$ cat src/rtl/core/assert_macros.svh
// Assertion macros shared by the core RTL.
// Define ASSERT_OFF to compile every assertion away.
`ifndef ASSERT_MACROS_SVH
`define ASSERT_MACROS_SVH

`ifndef ASSERT_OFF

// Property must hold at every clock edge outside reset.
`define ASSERT_ALWAYS(label, clk, rst_n, prop, msg) \
    label: assert property (@(posedge clk) disable iff (!rst_n) (prop)) else $error(msg);

// Consequent must hold in the cycle after the antecedent.
`define ASSERT_NEXT(label, clk, rst_n, ante, cons, msg) \
    label: assert property (@(posedge clk) disable iff (!rst_n) (ante) |=> (cons)) \
        else $error(msg);

`else

`define ASSERT_ALWAYS(label, clk, rst_n, prop, msg)
`define ASSERT_NEXT(label, clk, rst_n, ante, cons, msg)

`endif

`endif

$ cat src/rtl/core/rpe_pkg.sv
`timescale 1ns / 1ps

package rpe_pkg;

    localparam int unsigned ROTARY_PAIRS  = 16;
    localparam int unsigned MAX_POSITIONS = 1024;
    localparam int unsigned TBL_DEPTH     = MAX_POSITIONS * ROTARY_PAIRS;
    localparam int unsigned TBL_AW        = $clog2(TBL_DEPTH);

    localparam int unsigned DATA_W     = 32;
    localparam int unsigned TRIG_W     = 18;
    localparam int unsigned POS_W      = 10;
    localparam int unsigned SLOT_W     = 4;
    localparam int unsigned SPLIT_W    = 11;
    localparam int unsigned PROD_SHIFT = 16;
    localparam int unsigned PROD_W     = DATA_W + TRIG_W - PROD_SHIFT;
    localparam int unsigned SUM_W      = PROD_W + 1;

    localparam logic [SPLIT_W-1:0] SPLIT_RESET = SPLIT_W'(800);

    typedef enum logic {
        OP_LOAD   = 1'b0,
        OP_ROTATE = 1'b1
    } t_op;

    typedef logic signed [DATA_W-1:0] t_data;
    typedef logic signed [TRIG_W-1:0] t_trig;
    typedef logic signed [PROD_W-1:0] t_prod;
    typedef logic signed [SUM_W-1:0]  t_sum;
    typedef logic [TBL_AW-1:0]        t_tbl_addr;

    typedef struct packed {
        t_trig cos_v;
        t_trig sin_v;
    } t_trig_pair;

    // Stage advance strobes shared by all lanes.
    typedef struct packed {
        logic adv_mul;
        logic adv_sum;
    } t_lane_ctrl;

endpackage

$ cat src/rtl/core/rpe_lane.sv
`timescale 1ns / 1ps

module rpe_lane import rpe_pkg::*; (
    input  logic       i_clk,
    input  t_lane_ctrl i_ctrl,
    input  logic       i_subtract,
    input  t_data      i_a,
    input  t_data      i_b,
    input  t_trig      i_cos,
    input  t_trig      i_sin,
    output t_data      o_result
);

    localparam t_data DATA_MAX = {1'b0, {(DATA_W-1){1'b1}}};
    localparam t_data DATA_MIN = {1'b1, {(DATA_W-1){1'b0}}};

    logic signed [DATA_W+TRIG_W-1:0] n_prod_a;
    logic signed [DATA_W+TRIG_W-1:0] n_prod_b;
    t_prod r_prod_a;
    t_prod r_prod_b;
    logic  r_subtract;
    t_sum  n_sum;
    t_data n_result;
    t_data r_result;

    assign n_prod_a = i_a * i_cos;
    assign n_prod_b = i_b * i_sin;

    // Drop the low fraction bits: an arithmetic shift floors.
    always_ff @(posedge i_clk) begin
        if (i_ctrl.adv_mul) begin
            r_prod_a   <= n_prod_a[DATA_W+TRIG_W-1:PROD_SHIFT];
            r_prod_b   <= n_prod_b[DATA_W+TRIG_W-1:PROD_SHIFT];
            r_subtract <= i_subtract;
        end
    end

    always_comb begin
        if (r_subtract) begin
            n_sum = SUM_W'(r_prod_a) - SUM_W'(r_prod_b);
        end else begin
            n_sum = SUM_W'(r_prod_a) + SUM_W'(r_prod_b);
        end
        if (n_sum > SUM_W'(DATA_MAX)) begin
            n_result = DATA_MAX;
        end else if (n_sum < SUM_W'(DATA_MIN)) begin
            n_result = DATA_MIN;
        end else begin
            n_result = n_sum[DATA_W-1:0];
        end
    end

    always_ff @(posedge i_clk) begin
        if (i_ctrl.adv_sum) begin
            r_result <= n_result;
        end
    end

    assign o_result = r_result;

endmodule

$ cat config.mk
export PLATFORM = sky130hd
export DESIGN_NAME = rpe_lane
export DESIGN_NICKNAME = d
export VERILOG_FILES = /design/src/rtl/core/assert_macros.svh /design/src/rtl/core/rpe_pkg.sv /design/src/rtl/core/rpe_lane.sv
export SDC_FILE = /design/constraint.sdc
export NUM_CORES = 2
export LEC_CHECK = 0
export ABC_AREA = 1
export BUFFER_PORTS_ARGS = -buffer_cell sky130_fd_sc_hd__buf_2
export CORE_AREA = 8 8 329 331
export DETAILED_ROUTE_END_ITERATION = 16
export DIE_AREA = 0 0 337 339
export GPL_ROUTABILITY_DRIVEN = 0
export GPL_TIMING_DRIVEN = 1
export PLACE_DENSITY = 0.64
export SYNTH_ARGS = -nofsm -noshare
export SYNTH_HDL_FRONTEND = slang
export SYNTH_SLANG_ARGS = --single-unit
$ cat constraint.sdc
create_clock -name i_clk -period 15.9 [get_ports i_clk]
set_input_delay 0 -clock i_clk [delete_from_list [all_inputs] [get_ports i_clk]]
set_output_delay 0 -clock i_clk [all_outputs]
set_load 0.02 [all_outputs]
Word level (Yosys, flattened, before mapping)
Cells that the tools add are included.
{"block": "op_classes", "n_addsub": 2, "multipliers": 2, "n_div": 0, "n_lt_le_gt_ge": 2, "n_eq_ne": 0, "shift": 0, "mux": 2, "bitwise": 0, "reduce_logical": 0}
{"op": "32-bit by 18-bit multiplier with 50-bit output", "n": 2}
{"op": "34-bit by 34-bit adder with 35-bit output", "n": 1}
{"op": "35-bit by 32-bit > comparator with 1-bit output, second input constant", "n": 1}
{"op": "35-bit by 32-bit < comparator with 1-bit output, second input constant", "n": 1}
{"op": "35-bit two-way mux", "n": 1}
{"op": "34-bit by 34-bit subtractor with 35-bit output", "n": 1}
{"op": "32-bit two-way mux", "n": 1}
{"block": "totals", "register_bits": 101, "latch_bits": 0, "ramBits": 0, "rom_bits": 0, "in_bits": 104, "output_inout_bits": 32, "elab_cells": 12, "mem_count": 0}

Longest topological paths before layout
{"block": "depth", "depth_word": 4, "ltp_mapped": 29, "ltp_nobuf": 27}

Worst setup path before layout
OpenSTA, ideal clock, no wires.
{"block": "synth_timing", "kind": "in2reg", "startpoint": "in i_a[31]", "endpoint": "reg r_prod_a[30] (data pin)", "setup_ps": 253, "arrival_time_ps": 5236, "required_ps": 15647, "path_slack_ps": 10412, "stages": 22, "n_path_buf": 2, "path_cell_list": "clkbuf_1 > clkbuf_1 > nand2_1 > inv_1 > fa_1 > fa_1 > ha_1 > inv_1 > fa_1 > inv_1 > fa_1 > inv_1 > fa_1 > inv_1 > ha_1 > a21o_1 > a21oi_1 > o21ai_0 > a31oi_1 > nand3_1 > nand2_1 > nand2_1"}
{"block": "synth_between", "elab_chain_len": 1}
{"element": "from (decl)", "line_no": "rpe_lane.sv:7", "text": "input t_data i_a,"}
{"element": "32-bit by 18-bit multiplier with 50-bit output", "line_no": "rpe_lane.sv:26", "text": "assign n_prod_a = i_a * i_cos;"}
{"element": "net n_prod_a[46]", "line_no": "rpe_lane.sv:17", "text": "logic signed [DATA_W+TRIG_W-1:0] n_prod_a;"}
{"element": "to (signal assigned)", "line_no": "rpe_lane.sv:32", "text": "r_prod_a <= n_prod_a[DATA_W+TRIG_W-1:PROD_SHIFT];"}
{"element": "to (decl)", "line_no": "rpe_lane.sv:19", "text": "t_prod r_prod_a;"}
The timed path passes the listed nets, and every way through them passes these cells.
A chain may end at the register's enable or synchronous reset.

Worst setup path in the final report
{"block": "layout_timing", "startpoint": "in i_cos[6]", "endpoint": "reg r_prod_a[31] (data pin)"}
{"block": "layout_between", "elab_chain_len": 1}
{"element": "from (decl)", "line_no": "rpe_lane.sv:9", "text": "input t_trig i_cos,"}
{"element": "32-bit by 18-bit multiplier with 50-bit output", "line_no": "rpe_lane.sv:26"}
{"element": "net n_prod_a[47]", "line_no": "rpe_lane.sv:17"}
The timed path passes the listed nets, and every way through them passes these cells.

==> run_results.csv <==
group,metric,value,unit
detailed_routing,initialDrtViolationCount,2748,
die,core,103000,um2
die,die_h,339,um
timing,slew_viol_final,0,
grt,grt_util_all_layers,0.235,
grt,grtUsageMet3,0.0332,
clocking,clkSinkCount,101,
detailed_routing,num_vias,37700,
layout,final_cell_mix,"1880 x inv_1, 1590 x nand2_1, 1105 x fa_1",
die,dieWidth,337,um
status,status,"finished, final reports clean",
clocking,path_clk_slew,0.07,ns
grt,grt_pass1_wl,214000,um
critical_path,crit_path_start_kind,"input port",
timing,max_freq,163,MHz
clocking,cts_tree,"built",
min_path,worstHoldPathType,"input port to flip-flop",
detailed_routing,routed_via_density,5.06,
logic_synthesis,yosysTopAreaCellShare,0.463,
die,initial_core_util,0.465,
layout,finalNetCount,7546,
logic_synthesis,synth_nets,7639,
timing,fin_skew,0.00663,ns
detailed_routing,drc_errors,0,
placed_design,hpwl,105000,um
timing,rsz0062_at_grt,"no",
logic_synthesis,synth_fa_ha_area_frac,0.532,
die,io_pins,136,
layout,fillCellCount,10200,
logic_synthesis,yosysSeqAreaShare,0.0634,
logic_synthesis,ys_seq_elements,101,
clocking,cts_made_buffers,9,
detailed_routing,firstDrtPassIters,6,
grt,grt_max_degree,70,
critical_path,cp.required,16.01,ns
logic_synthesis,synthMuxAreaShare,0,
clocking,insertion_delay,0.36,ns
timing,period_share,0.386,
logic_synthesis,synth_top_family_by_area,"adder cells",
logic_synthesis,synth.distinct_cells,44,
clocking,htreeDepth,3,
timing,setup_viol,0,
critical_path,worstSetupEndpointType,"flip-flop",
logic_synthesis,synthSimpleGateAreaFrac,0.175,
logic_synthesis,netlist_area,47800,um2
die,rows,118,
clocking,root_buffer,"clkbuf_16",
layout,final_common_cell,"inv_1",
clocking,post_cts_buffers,0,
detailed_routing,wire_per_inst,17.7,um
logic_synthesis,synth_edf_count,101,
timing,fin_crit,6.13,ns
logic_synthesis,async_flop_share,0,
grt,top_usage_layer,"met2",
layout,fin_util,0.482,
grt,grt_pass1_vias,40100,
logic_synthesis,synth_top_area_cell,"fa_1",
detailed_routing,wl,132000,um
grt,grt_remaining_overflow,0,
grt,grtUsageMet2,0.389,
grt,gr-usage-met1,0.325,
logic_synthesis,synth_xor_area_frac,0.0245,
layout,layout-drive-gt1-share,0.0331,
layout,areaGrowthSynthToFinish,3.69,%
timing,tightestPinTransition,0.959,ns
grt,antenna_found_initial,3,
timing,finalHoldViolCount,0,
clocking,clockBufferDepth,2,
critical_path,cp.arrival,6.24,ns
logic_synthesis,synthesis.instances,6163,
logic_synthesis,yosys_warnings,0,
logic_synthesis,synth_compound_area_frac,0.0369,
critical_path,criticalPathCategory,"input port to flip-flop",
detailed_routing,ant_nets,0,
timing,max_slew_margin,0.360,
logic_synthesis,syn_avg_cell_area,7.76,um2
placed_design,port_buffers,135,
die,dieArea,114000,um2
critical_path,worstPathMaxFanout,32,
timing,final.setup.tns,0,ns
logic_synthesis,synth_top_flop_cell,"edfxtp_1",
logic_synthesis,yosys-top-cells-area,"fa_1 46%, inv_1 15%, nand2_1 12%",
run,max-cap-violations,0,
cell families (layout without fill, tap and decap cells):
family | Yosys count | in the layout
adder cells (fa/ha/maj) | 1372 | 1372
flip-flops | 101 | 101
AND/OR/NAND/NOR | 2108 | 2108
AO/OA/AOI/OAI | 317 | 317
other | 0 | 1
XOR/XNOR | 134 | 134
buffers and inverters | 2131 | 2043
final cells by class:
class / instances / area [um2] / area share
Antenna cell: 1 / 2.50 / 0.0000505
Clock buffer: 9 / 225 / 0.00454
Clock inverter: 7 / 53.8 / 0.00108
Inverter: 1886 / 7080 / 0.143
Multi-Input combinational cell: 3931 / 36700 / 0.741
Sequential cell: 101 / 3030 / 0.0612
Tap cell: 1380 / 1730 / 0.0348
Timing Repair Buffer: 141 / 723 / 0.0146
critical path, stage by stage:
cell,delay (ns)
buf_2,0.65
nand2_1,0.33
fa_1,0.62
inv_1,0.07
fa_1,0.48
inv_1,0.31
fa_1,0.51
fa_1,0.57
fa_1,0.43
fa_1,0.52
inv_1,0.05
ha_1,0.39
nand2_1,0.15
nor2_1,0.23
nand2_1,0.15
nor2_1,0.17
nand3_1,0.08
o21bai_1,0.24
nand4_1,0.13
nand2_1,0.10
per-layer routing:
layer  up-vias  routed length [um]
met2      1506               61900
met5         -                  13
met4         2                3470
met3       252                9590
li1      17200                   -
met1     18800               56800
through the flow:
stage,setup WS [ns],hold slack [ns],cells,instance area [um2]
after floorplan,10.41,0.0989,6163,47800
after global placement,9.50,0.239,7438,49300
after detailed placement,9.46,0.241,7438,49300
after CTS,9.86,0.230,7455,49600
after global routing,9.43,0.260,7456,49600
final,9.77,0.234,7456,49600
what timing repair did:
action	CTS	global route
hold buffers	1	0
hold endpoints to repair	1	0
setup endpoints to repair	0	0
gates resized for setup	0	0
state kept, by name, summed over array words and instances, names as in the netlist:
| register | count |
|---|---|
| r_prod_b | 34 |
| r_subtract | 1 |
| r_prod_a | 34 |
| o_result | 32 |
cells in the mapped netlist (10+ instances only):
library cell,count
a21boi_0,10
a21o_1,17
a21oi_1,149
a31oi_1,11
buf_1,35
clkbuf_1,202
edfxtp_1,101
fa_1,1105
ha_1,267
inv_1,1880
nand2_1,1590
nand3_1,97
nand4_1,21
nor2_1,309
nor3_1,33
nor4_1,11
o21ai_0,86
o21bai_1,22
or2_2,11
xnor2_1,45
xor2_1,89
final timing paths:
kind                         startpoint                          to  slack (ns)  cells past startpoint
setup / recovery               i_cos[6]      r_prod_a[31]$_DFFE_PP_        9.77                     20
hold / removal                i_ctrl[0]  o_result[14]$_SDFFCE_PN1P_        0.23                      1
setup reg to reg   r_subtract$_DFFE_PP_  o_result[26]$_SDFFCE_PN1P_       11.71                     18
hold reg to reg   r_prod_a[1]$_DFFE_PP_   o_result[1]$_SDFFCE_PN1P_        0.82                      3
Power is not shown: default switching activity piles up to over one toggle a cycle in this logic, so the estimate is an artifact.
